## config.mk

```make
export PLATFORM = sky130hd
export DESIGN_NAME = physics_substep_scheduler
export DESIGN_NICKNAME = d
export VERILOG_FILES = /design/src/sv/pss_pkg.sv /design/src/sv/pss_div.sv /design/src/sv/physics_substep_scheduler.sv
export SDC_FILE = /design/constraint.sdc
export NUM_CORES = 2
export LEC_CHECK = 0
export ABC_AREA = 1
export BUFFER_PORTS_ARGS = -buffer_cell sky130_fd_sc_hd__buf_2
export CAP_MARGIN = 25
export CORE_MARGIN = 5
export CORE_UTILIZATION = 40
export DETAILED_ROUTE_END_ITERATION = 12
export GPL_TIMING_DRIVEN = 0
export SYNTH_ARGS = -nofsm -noshare
export SYNTH_HDL_FRONTEND = slang
export SYNTH_SLANG_ARGS = --single-unit
```

## constraint.sdc

```tcl
create_clock -name i_clk -period 46 [get_ports i_clk]
set_input_delay 2.3 -clock i_clk [delete_from_list [all_inputs] [get_ports i_clk]]
set_output_delay 2.3 -clock i_clk [all_outputs]
set_load 0.02 [all_outputs]
```

## src/sv/pss_pkg.sv

```systemverilog
`default_nettype none
// ----------------------------------------------------------------------------
// pss_pkg
// Shared widths, register codes, reset values and sequencer states of the
// physics substep scheduler.
// ----------------------------------------------------------------------------
package pss_pkg;

    // Time values: unsigned, 24 fractional bits of seconds.
    localparam int TimeW   = 25;
    localparam int FracW   = 16;
    localparam int SumW    = TimeW + 1;
    localparam int DivNumW = TimeW + FracW;
    localparam int DivDenW = TimeW + 1;

    localparam int DefMaxSteps = 64;

    // Configuration register indexes.
    localparam logic [1:0] RegChange = 2'd0;
    localparam logic [1:0] RegLead   = 2'd1;
    localparam logic [1:0] RegMax    = 2'd2;

    localparam logic [FracW-1:0] ChangeRst = 16'd1311;
    localparam logic [TimeW-1:0] LeadRst   = 25'd50332;
    localparam logic [TimeW-1:0] MaxRst    = 25'd671089;

    localparam logic [TimeW-1:0] TimeMax = {TimeW{1'b1}};

    // Division by five as a reciprocal multiply: ceil(2^27 / 5), exact for
    // every 25-bit dividend.
    localparam logic [TimeW-1:0] FifthMul   = 25'd26843546;
    localparam int               FifthShift = 27;

    typedef enum logic [3:0] {
        ST_IDLE,
        ST_DIV_Q,
        ST_DIV_W,
        ST_CHECK,
        ST_DIV_MIN,
        ST_DIV_MAX,
        ST_LEAD,
        ST_STEP,
        ST_DIV_MOD,
        ST_UPDATE,
        ST_OUT
    } t_state;

endpackage
`default_nettype wire

```

## src/sv/pss_div.sv

```systemverilog
`default_nettype none
// ----------------------------------------------------------------------------
// pss_div
// Restoring divider, one quotient bit per cycle, shared by every division of
// the scheduler.
// ----------------------------------------------------------------------------
module pss_div (
    input  wire logic                        i_clk,
    input  wire logic                        i_rst_n,
    input  wire logic                        i_start,
    input  wire logic [pss_pkg::DivNumW-1:0] i_dividend,
    input  wire logic [pss_pkg::DivDenW-1:0] i_divisor,
    output logic                             o_done,
    output logic [pss_pkg::DivNumW-1:0]      o_quot,
    output logic [pss_pkg::DivDenW-1:0]      o_rem
);

    localparam int CntW = $clog2(pss_pkg::DivNumW + 1);
    localparam logic [CntW-1:0] LastCnt = CntW'(pss_pkg::DivNumW - 1);

    logic                         r_busy;
    logic                         r_done;
    logic [CntW-1:0]              r_cnt;
    logic [pss_pkg::DivDenW-1:0]  r_den;
    logic [pss_pkg::DivDenW-1:0]  r_rem;
    logic [pss_pkg::DivNumW-1:0]  r_quo;
    logic [pss_pkg::DivDenW:0]    trial;
    logic                         fits;

    // Bring down the next dividend bit and try to subtract.
    assign trial = {r_rem, r_quo[pss_pkg::DivNumW-1]};
    assign fits  = trial >= {1'b0, r_den};

    always_ff @(posedge i_clk) begin
        if (!i_rst_n) begin
            r_busy <= 1'b0;
            r_done <= 1'b0;
            r_cnt  <= '0;
        end else begin
            r_done <= 1'b0;
            if (i_start) begin
                r_busy <= 1'b1;
                r_cnt  <= '0;
            end else if (r_busy) begin
                r_cnt <= r_cnt + 1'b1;
                if (r_cnt == LastCnt) begin
                    r_busy <= 1'b0;
                    r_done <= 1'b1;
                end
            end
        end
    end

    // Partial remainder and quotient shift register.
    always_ff @(posedge i_clk) begin
        if (i_start) begin
            r_den <= i_divisor;
            r_rem <= '0;
            r_quo <= i_dividend;
        end else if (r_busy) begin
            if (fits) begin
                r_rem <= pss_pkg::DivDenW'(trial - {1'b0, r_den});
            end else begin
                r_rem <= trial[pss_pkg::DivDenW-1:0];
            end
            r_quo <= {r_quo[pss_pkg::DivNumW-2:0], fits};
        end
    end

    assign o_done = r_done;
    assign o_quot = r_quo;
    assign o_rem  = r_rem;

endmodule
`default_nettype wire

```

## src/sv/physics_substep_scheduler.sv

```systemverilog
`default_nettype none
// ----------------------------------------------------------------------------
// physics_substep_scheduler
// Splits one rendered frame into simulation steps: even split of long frames,
// ramping toward the wanted step, or phase nudging toward a target lead.
// ----------------------------------------------------------------------------
//  Channel  Dir  Handshake                 Payload
//  s_*      in   s_tvalid / s_tready       frame, simulated time, previous step
//  m_*      out  m_tvalid / m_tready       step length, tlast, tuser=truncated
//  APB      in   psel & penable & pwrite   max_change_fraction, lead, max_step
//
// One item is taken at a time; s_tready is high only while idle.
// Setup costs up to four divisions on the shared divider; each phase-mode
// step with a nonzero step costs one more division and then passes through
// the update and output states. Ramp-mode steps need no division and go
// from the step state through update to output. Output stalls hold the
// sequencer in place. Reset is synchronous and restores the register defaults.
// ----------------------------------------------------------------------------
module physics_substep_scheduler #(
    parameter int MAX_STEPS = pss_pkg::DefMaxSteps
) (
    input  wire logic        i_clk,
    input  wire logic        i_rst_n,
    // Input item.
    input  wire logic        s_tvalid,
    output logic             s_tready,
    // [24:0] frame_time, [49:25] simulated_time, [74:50] previous_step
    input  wire logic [79:0] s_tdata,
    // Result item.
    output logic             m_tvalid,
    input  wire logic        m_tready,
    // [24:0] step_length
    output logic [31:0]      m_tdata,
    output logic             m_tlast,
    // [0] truncated
    output logic             m_tuser,
    // Configuration.
    input  wire logic        psel,
    input  wire logic        penable,
    input  wire logic        pwrite,
    input  wire logic [3:0]  paddr,
    input  wire logic [31:0] pwdata,
    output logic [31:0]      prdata,
    output logic             pready
);

    localparam int TW   = pss_pkg::TimeW;
    localparam int FW   = pss_pkg::FracW;
    localparam int SW   = pss_pkg::SumW;
    localparam int NW   = pss_pkg::DivNumW;
    localparam int DW   = pss_pkg::DivDenW;
    localparam int CntW = $clog2(MAX_STEPS + 1);
    localparam logic [CntW-1:0] StepCap = CntW'(MAX_STEPS);

    // Configuration registers.
    logic [FW-1:0] r_change;
    logic [TW-1:0] r_lead_cfg;
    logic [TW-1:0] r_max;
    logic          cfg_wr;

    assign pready = 1'b1;
    assign cfg_wr = psel & penable & pwrite;

    always_ff @(posedge i_clk) begin
        if (!i_rst_n) begin
            r_change   <= pss_pkg::ChangeRst;
            r_lead_cfg <= pss_pkg::LeadRst;
            r_max      <= pss_pkg::MaxRst;
        end else if (cfg_wr) begin
            unique case (paddr[3:2])
                pss_pkg::RegChange: r_change   <= pwdata[FW-1:0];
                pss_pkg::RegLead:   r_lead_cfg <= pwdata[TW-1:0];
                pss_pkg::RegMax:    r_max      <= pwdata[TW-1:0];
                default: ;
            endcase
        end
    end

    always_comb begin
        unique case (paddr[3:2])
            pss_pkg::RegChange: prdata = {{(32-FW){1'b0}}, r_change};
            pss_pkg::RegLead:   prdata = {{(32-TW){1'b0}}, r_lead_cfg};
            pss_pkg::RegMax:    prdata = {{(32-TW){1'b0}}, r_max};
            default:            prdata = '0;
        endcase
    end

    // Sequencer and working registers.
    pss_pkg::t_state r_state, n_state;
    logic [TW-1:0]   r_f, n_f;
    logic [TW-1:0]   r_a, n_a;
    logic [TW-1:0]   r_l, n_l;
    logic [TW-1:0]   r_w, n_w;
    logic [SW-1:0]   r_q1, n_q1;
    logic [TW-1:0]   r_wmin, n_wmin;
    logic [TW-1:0]   r_wmax, n_wmax;
    logic [TW-1:0]   r_lead, n_lead;
    logic            r_ramp, n_ramp;
    logic [TW-1:0]   r_s, n_s;
    logic [SW-1:0]   r_t, n_t;
    logic [TW-1:0]   r_r, n_r;
    logic [CntW-1:0] r_n, n_n;
    logic            r_last, n_last;
    logic            r_trunc, n_trunc;
    logic            r_run, n_run;

    // Shared divider.
    logic          div_start;
    logic          div_done;
    logic [NW-1:0] div_num;
    logic [DW-1:0] div_den;
    logic [NW-1:0] div_quot;
    logic [DW-1:0] div_rem;

    pss_div u_div (
        .i_clk      (i_clk),
        .i_rst_n    (i_rst_n),
        .i_start    (div_start),
        .i_dividend (div_num),
        .i_divisor  (div_den),
        .o_done     (div_done),
        .o_quot     (div_quot),
        .o_rem      (div_rem)
    );

    // Shared multiplier: change of a step, floor(x * c / 2^16).
    logic [TW-1:0]    mul_a;
    logic [TW+FW-1:0] prod;
    logic [TW-1:0]    cs;

    assign mul_a = (r_state == pss_pkg::ST_CHECK) ? r_l : r_s;
    assign prod  = mul_a * r_change;
    assign cs    = prod[TW+FW-1:FW];

    // One fifth of the wanted step by reciprocal multiplication.
    logic [2*TW-1:0] fifth_prod;
    logic [TW-1:0]   fifth;

    assign fifth_prod = r_w * pss_pkg::FifthMul;
    assign fifth      = TW'(fifth_prod >> pss_pkg::FifthShift);

    logic [TW-1:0] mx;
    logic [TW-1:0] diff;
    logic [TW-1:0] e;
    logic [TW-1:0] up;
    logic [TW-1:0] half;
    logic [SW-1:0] sum_up;
    logic [TW-1:0] s_new;
    logic [SW-1:0] t_new;
    logic [CntW-1:0] n_cnt;
    logic [SW-1:0] tts;
    logic [TW-1:0] dn_amt;
    logic [TW-1:0] up_amt;
    logic [TW-1:0] s_dn;
    logic [SW-1:0] s_up;

    assign mx   = (r_max == '0) ? TW'(1) : r_max;
    assign diff = (r_w > r_l) ? (r_w - r_l) : (r_l - r_w);
    assign half = r_lead >> 1;
    assign e    = (r_r == '0) ? '0 : (r_s - r_r);
    assign up   = r_s - e;
    assign tts  = SW'({1'b0, r_f} - r_t + {1'b0, r_lead});

    // Step update candidates.
    assign sum_up = {1'b0, r_s} + {1'b0, cs};
    assign dn_amt = (e < cs) ? e : cs;
    assign up_amt = (up < cs) ? up : cs;
    assign s_dn   = r_s - dn_amt;
    assign s_up   = {1'b0, r_s} + {1'b0, up_amt};

    always_comb begin
        s_new = r_s;
        if (r_ramp) begin
            if (r_w > r_s) begin
                s_new = (sum_up < {1'b0, r_w}) ? sum_up[TW-1:0] : r_w;
            end else begin
                s_new = ((r_s - cs) > r_w) ? (r_s - cs) : r_w;
            end
        end else if ({1'b0, e} < ({1'b0, r_s} - {1'b0, e})) begin
            if (e > half) begin
                s_new = (s_dn > r_wmin) ? s_dn : r_wmin;
            end
        end else if (up > half) begin
            s_new = (s_up < {1'b0, r_wmax}) ? s_up[TW-1:0] : r_wmax;
        end
    end

    assign t_new = r_t + {1'b0, s_new};
    assign n_cnt = r_n + 1'b1;

    // Divider operands by sequencer state.
    always_comb begin
        div_num = {{(NW-TW){1'b0}}, r_f};
        div_den = {1'b0, mx};
        unique case (r_state)
            pss_pkg::ST_DIV_W: begin
                div_den = r_q1;
            end
            pss_pkg::ST_DIV_MIN: begin
                div_num = {r_w, {FW{1'b0}}};
                div_den = DW'({1'b1, r_change});
            end
            pss_pkg::ST_DIV_MAX: begin
                div_num = {r_w, {FW{1'b0}}};
                div_den = DW'({1'b1, {FW{1'b0}}} - {1'b0, r_change});
            end
            pss_pkg::ST_DIV_MOD: begin
                div_num = {{(NW-SW){1'b0}}, tts};
                div_den = {1'b0, r_s};
            end
            default: ;
        endcase
    end

    // Next state and working values.
    always_comb begin
        n_state = r_state;
        n_f = r_f; n_a = r_a; n_l = r_l; n_w = r_w; n_q1 = r_q1;
        n_wmin = r_wmin; n_wmax = r_wmax; n_lead = r_lead; n_ramp = r_ramp;
        n_s = r_s; n_t = r_t; n_r = r_r; n_n = r_n;
        n_last = r_last; n_trunc = r_trunc; n_run = r_run;
        div_start = 1'b0;

        unique case (r_state)
            pss_pkg::ST_DIV_Q, pss_pkg::ST_DIV_W, pss_pkg::ST_DIV_MIN,
            pss_pkg::ST_DIV_MAX, pss_pkg::ST_DIV_MOD: begin
                div_start = !r_run;
                if (!r_run) begin
                    n_run = 1'b1;
                end
            end
            default: ;
        endcase
        if (div_done) begin
            n_run = 1'b0;
        end

        unique case (r_state)
            pss_pkg::ST_IDLE: begin
                if (s_tvalid) begin
                    n_f = s_tdata[TW-1:0];
                    n_a = s_tdata[2*TW-1:TW];
                    n_l = s_tdata[3*TW-1:2*TW];
                    n_w = s_tdata[TW-1:0];
                    if (s_tdata[TW-1:0] < s_tdata[2*TW-1:TW]) begin
                        n_state = pss_pkg::ST_IDLE;
                    end else if (s_tdata[TW-1:0] > mx) begin
                        n_state = pss_pkg::ST_DIV_Q;
                    end else begin
                        n_state = pss_pkg::ST_CHECK;
                    end
                end
            end
            pss_pkg::ST_DIV_Q: begin
                if (div_done) begin
                    n_q1    = div_quot[SW-1:0] + 1'b1;
                    n_state = pss_pkg::ST_DIV_W;
                end
            end
            pss_pkg::ST_DIV_W: begin
                if (div_done) begin
                    n_w     = div_quot[TW-1:0];
                    n_state = pss_pkg::ST_CHECK;
                end
            end
            pss_pkg::ST_CHECK: begin
                n_ramp = diff > cs;
                n_s    = r_l;
                n_t    = {1'b0, r_a};
                n_n    = '0;
                n_lead = '0;
                n_state = (diff > cs) ? pss_pkg::ST_STEP : pss_pkg::ST_DIV_MIN;
            end
            pss_pkg::ST_DIV_MIN: begin
                if (div_done) begin
                    n_wmin  = div_quot[TW-1:0];
                    n_state = pss_pkg::ST_DIV_MAX;
                end
            end
            pss_pkg::ST_DIV_MAX: begin
                if (div_done) begin
                    n_wmax  = (div_quot > {{(NW-TW){1'b0}}, pss_pkg::TimeMax}) ?
                              pss_pkg::TimeMax : div_quot[TW-1:0];
                    n_state = pss_pkg::ST_LEAD;
                end
            end
            pss_pkg::ST_LEAD: begin
                n_lead  = (fifth < r_lead_cfg) ? fifth : r_lead_cfg;
                n_state = pss_pkg::ST_STEP;
            end
            pss_pkg::ST_STEP: begin
                n_r = '0;
                if (r_ramp || r_s == '0) begin
                    n_state = pss_pkg::ST_UPDATE;
                end else begin
                    n_state = pss_pkg::ST_DIV_MOD;
                end
            end
            pss_pkg::ST_DIV_MOD: begin
                if (div_done) begin
                    n_r     = div_rem[TW-1:0];
                    n_state = pss_pkg::ST_UPDATE;
                end
            end
            pss_pkg::ST_UPDATE: begin
                n_s     = s_new;
                n_t     = t_new;
                n_n     = n_cnt;
                n_last  = !((t_new <= {1'b0, r_f}) && (n_cnt < StepCap));
                n_trunc = t_new <= {1'b0, r_f};
                n_state = pss_pkg::ST_OUT;
            end
            pss_pkg::ST_OUT: begin
                if (m_tready) begin
                    n_state = r_last ? pss_pkg::ST_IDLE : pss_pkg::ST_STEP;
                end
            end
            default: n_state = pss_pkg::ST_IDLE;
        endcase
    end

    always_ff @(posedge i_clk) begin
        if (!i_rst_n) begin
            r_state <= pss_pkg::ST_IDLE;
            r_run   <= 1'b0;
        end else begin
            r_state <= n_state;
            r_run   <= n_run;
        end
    end

    always_ff @(posedge i_clk) begin
        r_f <= n_f; r_a <= n_a; r_l <= n_l; r_w <= n_w; r_q1 <= n_q1;
        r_wmin <= n_wmin; r_wmax <= n_wmax; r_lead <= n_lead; r_ramp <= n_ramp;
        r_s <= n_s; r_t <= n_t; r_r <= n_r; r_n <= n_n;
        r_last <= n_last; r_trunc <= n_trunc;
    end

    // Ports.
    assign s_tready = (r_state == pss_pkg::ST_IDLE);
    assign m_tvalid = (r_state == pss_pkg::ST_OUT);
    assign m_tdata  = {{(32-TW){1'b0}}, r_s};
    assign m_tlast  = r_last;
    assign m_tuser  = r_last & r_trunc;

endmodule
`default_nettype wire

```

* Word-level counts from Yosys, hierarchy flattened *
Cells that the tools add are included.
Widths: inputs -> output; s select.

cells by class
  add/subtract/negate cells = 17
  bitwise gates (word level) = 5
  mux-type cells = 49
  order comparisons = 19
  eq/ne operators = 20
  multiply operators = 2
  reductions and logical operators = 29

operators with widths
  kind                    count
  $mux 25                 19
  $pmux 25 s2             4
  $gt 25x25->1            6
  $sub 25x25->25          6
  $pmux 26 s4             1
  $mux 41                 2
  $pmux 41 s2             1
  $logic_not 25->1        3
  $lt 25x25->1            3
  $pmux 25 s3             1
  $add 25x25->26          2
  $add 26x25->26          2
  $lt 26x25->1            2
  $pmux 26 s2             1
  $gt 25x24->1            2
  $mul 25x24->49 const B  1
  $pmux 4 s11             1
  $gt 41x25->1 const B    1
  $mul 25x16->41          1
  $mux 4                  7
  $ge 27x26->1            1
  $add 26x1->26 const B   1
  $le 26x25->1            1
  $lt 25x26->1            1
  36 further kinds        71

storage, ports and cells
  word-level logic and storage cells = 167
  bits of input ports = 123
  output and inout port bits = 69
  flip-flop bits (word level) = 459

* Longest topological paths before layout *
  depth after elaboration = 15
  mapped depth = 106
  gate-level depth less buffers = 103

* Hierarchy *
A second synthesis with hierarchy kept.

second synthesis, totals
  cells, all modules = 9157
  area, all modules = 69639.3 um^2

by module, submodules not included
  module                     instances  sequential area each (um^2)  cells each  area an instance (um^2)
  physics_substep_scheduler  1          10039.6                      8303        63440.8
  pss_div                    1          2692.6                       854         6198.4

* Worst setup path before layout *
No wires, ideal clock.

  kind = register to register
  start point = register r_state[1]
  end point = register r_last (netlist: m_tlast) (data pin)
  library setup time = 0.268 ns
  data required time = 45.732 ns
  period minus slack after synthesis = 15.218 ns
  arrival = 14.950 ns
  slack = 30.782 ns
  cell stages (with the launch flop) = 99
  path buffers = 4
  cells stage by stage = dfxtp_1 nand2_2 inv_2 nand2_2 clkbuf_1 clkbuf_1 nand2_1 o21ai_1 inv_1 nand2_1 fa_1 fa_1 fa_1 fa_1 inv_1 fa_1 inv_1 fa_1 (+63 left out) nand3_1 nand2_1 a21boi_1 o21ai_1 a21boi_1 o21ai_1 a21boi_1 o21ai_0 xor2_1 inv_1 ha_1 nand2_1 nor2_1 nand4_1 nor4_1 nand4_1 o21ai_0 nand3_1

between the ends
  cells in the longest elaborated chain, start to end = 15
  elaborated cells between the ends (all ways) = 28
  classes of those cells = add/sub: 5; mul: 1; order compare: 7; eq/ne: 1; mux: 12; reduce/logical: 2

RTL lines
  element                                           RTL line                                                            text
  from (decl)                                       physics_substep_scheduler.sv:89                                     pss_pkg::t_state r_state, n_state;
  from (signal assigned)                            physics_substep_scheduler.sv:324                                    r_state <= pss_pkg::ST_IDLE;
  from (signal assigned)                            physics_substep_scheduler.sv:327                                    r_state <= n_state;
  $eq 4x2->1 (*)                                    physics_substep_scheduler.sv:131                                    assign mul_a = (r_state == pss_pkg::ST_CHECK) ? r_l : r_s;
  $mux 25 (*)                                       physics_substep_scheduler.sv:131
  $mul 25x16->41 (*)                                physics_substep_scheduler.sv:132                                    assign prod = mul_a * r_change;
  $lt 25x25->1, on equally long branches            physics_substep_scheduler.sv:167, physics_substep_scheduler.sv:166
  $mux 25, on equally long branches                 physics_substep_scheduler.sv:167, physics_substep_scheduler.sv:166
  $add 25x25->26 or $sub 25x25->25 (tied branches)  physics_substep_scheduler.sv:169, physics_substep_scheduler.sv:168
  $lt 26x25->1 or $gt 25x25->1 (tied branches)      physics_substep_scheduler.sv:184, physics_substep_scheduler.sv:181
  $mux 25, on equally long branches                 physics_substep_scheduler.sv:184, physics_substep_scheduler.sv:181
  $mux 25, on equally long branches                 physics_substep_scheduler.sv:183, physics_substep_scheduler.sv:180
  $mux 25                                           physics_substep_scheduler.sv:179                                    end else if ({1'b0, e} < ({1'b0, r_s} - {1'b0, e})) begin
  $mux 25 (*)                                       physics_substep_scheduler.sv:173                                    if (r_ramp) begin
  $add 26x25->26 (*)                                physics_substep_scheduler.sv:188                                    assign t_new = r_t + {1'b0, s_new};
  $le 26x25->1 (*)                                  physics_substep_scheduler.sv:309                                    n_last = !((t_new <= {1'b0, r_f}) && (n_cnt < StepCap));
  $logic_and 1x1->1 (*)                             physics_substep_scheduler.sv:309
  $logic_not 1->1 (*)                               physics_substep_scheduler.sv:309
  to (signal assigned)                              physics_substep_scheduler.sv:336                                    r_last <= n_last; r_trunc <= n_trunc;
  to (decl)                                         physics_substep_scheduler.sv:103                                    logic r_last, n_last;

Mark *: on every way between the ends. The rest lies on a longest branch, timed or not.
A chain may end at the register's enable or synchronous reset.

* Worst setup path after layout *
  start point = register r_state[3]
  end point = register r_last (netlist: m_tlast) (data pin)

Same word-level chain as after synthesis.

==> impl_metrics.csv <==
group,metric,value,unit
synth,synth-seq-cells,459,
sta,fmax,0.0464,GHz
status,outcome,"finished clean",
clocking,clockRootBuffer,"clkbuf_16",
detailed_routing,wl_per_cell,27.2,µm
clocking,tritoncts,"yes",
synth,yosys_warnings,0,
placement,dp_hpwl,259,mm
sta,tightest_slew,1240,ps
worst_setup_path,cpPeakStageDelay,930,ps
cells_and_area,layout-drive-gt1-share,5.30,%
sta,fin_skew,78.6,ps
floorplanning,die_y,423,µm
run,cap_violations,0,
detailed_routing,viasPerCell,5.70,
synth,synth-edff-count,354,
clocking,insertion_delay,710,ps
sta,setup-violations-final,0,
floorplanning,coreArea,0.169,mm²
clocking,h-tree-depth,2,
synth,yosys.area.top_type,"ha_1",
grt,overflow,0,
cells_and_area,layout-area-overhead-vs-synth,10.2,%
placement,portBuffers,161,
worst_setup_path,end_kind,"flip-flop",
sta,relSlewSlack,17.6,%
sta,rsz0062_at_grt,"false",
synth,ys_seq_area_share,18.7,%
worst_setup_path,critPathLaunchType,"flip-flop",
grt,grt_max_degree,59,
sta,final.min_clock_period,21570,ps
worst_setup_path,worstSetupPathType,"reg -> reg",
detailed_routing,routed_wirelength,308,mm
floorplanning,io_pins,192,
detailed_routing,drt-initial-drc-count,7663,
clocking,clkSinkCount,459,
synth,yosys.area.top_type_share,18.6,%
worst_hold_path,hold_path_class,"reg -> reg",
cells_and_area,num-fill-cells,17200,
sta,tns,0,ps
grt,grt_pass1_wl,434,mm
floorplanning,die_w,423,µm
detailed_routing,dr.pass1.iters,7,
floorplanning,start_util,40.2,%
grt,track_usage,33.4,%
worst_setup_path,crit_top_cell,"nand2_1",
grt,grt_pass1_vias,62300,
synth,synth_cells,8753,
clocking,clk_pin_slew,60,ps
synth,yosys_most_used_dff,"edfxtp_1",
worst_setup_path,reg2reg_slack,24430,ps
detailed_routing,num_vias,64500,
worst_setup_path,cp_max_fo,10,
cells_and_area,final_common_cell,"inv_1",
synth,synth_area_leaders,"ha_1, fa_1, edfxtp_1",
sta,slew_violations,0,
clocking,clk_path_buf_depth,3,
sta,finalHoldViolations,0,
clocking,cts_setup_buffers,0,
synth,syn_area_per_cell,7.79,µm²
floorplanning,die_area,0.179,mm²
cells_and_area,nets,10800,
worst_setup_path,worstPathArrival,22020,ps
grt,antenna_found_initial,18,
worst_setup_path,critPathSlowestCell,"o21ai_1",
worst_setup_path,worstPathRequired,46450,ps
detailed_routing,ant_nets,0,
clocking,cts_resized,0,
synth,ys_types,78,
floorplanning,std_cell_rows,151,
sta,period_share,46.9,%
clocking,holdBufCountCts,0,
detailed_routing,drcViolationCount,0,
synth,synth.cell_area,0.0682,mm²
synth,async_flop_share,0,%
cells_and_area,final_cell_mix,"inv_1, nand2_1, ha_1",
placement,finalWeightedCongestion,1.05,
clocking,cts_buffers,53,
==> registers in the layout, indices dropped and copies added (netlist names), 26 cells and up <==
| register | flops |
|---|---|
| r_t | 26 |
| u_div.o_rem | 26 |
| u_div.o_quot | 41 |
| r_q1 | 26 |
| u_div.r_den | 26 |
==> per-stage QoR <==
step,hold slack (ps),instance area (µm²),std cells,worst slack (ps),util (%)
CTS,445,75000,11300,24900,44.2
finish,450,75100,11300,24430,44.3
global placement,413,71800,11100,23960,42.4
detailed placement,427,73200,11200,24970,43.2
floorplan,392,68200,8768,30780,-
global route,468,75100,11300,23150,44.3
==> worst max-delay path: cells and delay by family, from the launching register on <==
kind / cells / cell delay [ps]
xor+xnor: 2 / 800
simple gates: 46 / 6620
flops: 1 / 340
fa+ha+maj: 13 / 5460
compound gates: 25 / 5400
buf+inv: 11 / 2700
==> cell type report <==
type,count,area (µm²),share of cell area [%]
inverter,1769,6640,8.85
tap,2218,2780,3.70
sequential,459,12700,17.0
timing repair buffer,238,2220,2.95
antenna,5,12.5,0.0167
buffer,232,1040,1.38
multi-input combinational,6308,47900,63.8
clock inverter,30,337,0.448
clock buffer,69,1450,1.93
==> worst paths after layout <==
check	startpoint	cells past startpoint	end
worst max-delay path	r_state[3]	97	m_tlast
worst min-delay path	u_div.o_done	1	r_run
worst max register to register	r_state[3]	97	m_tlast
worst min register to register	u_div.o_done	1	r_run
==> routing by layer <==
metal	vias to the layer above	GRT usage [%]	part of all wire, %
li1	29200	-	-
met1	31200	43.3	40
met2	3372	50.7	43
met3	779	7.47	9.9
met4	6	20.5	7.7
met5	-	0	0.011
==> synthesized netlist by cell type (27+ instances only) <==
master	number
o221ai_1	41
nand2_1	1629
nand4_1	120
clkbuf_1	167
a211oi_1	36
ha_1	1012
a31oi_1	37
dfxtp_1	105
a21oi_1	667
o21ai_1	40
buf_2	27
xor2_1	184
o31ai_1	27
o21ai_0	497
fa_1	586
a221oi_1	27
nor3_1	79
edfxtp_1	354
nor2_1	590
nand3_1	251
o22ai_1	40
nor4_1	27
xnor2_1	74
inv_1	1737
o21a_1	34
o211ai_1	52
==> cell families after synthesis <==
family	after synthesis	share of synthesized area (%)
flip-flops	459	18.7
buffers and inverters	2001	11.3
other	2	0.0110
AND/OR/NAND/NOR	2794	17.1
XOR/XNOR	260	3.36
multiplexers	3	0.0441
adder cells (fa/ha/maj)	1598	35.8
AO/OA/AOI/OAI	1636	13.8
Power is not shown: default switching activity piles up to over one toggle a cycle in this logic, so the estimate is an artifact.
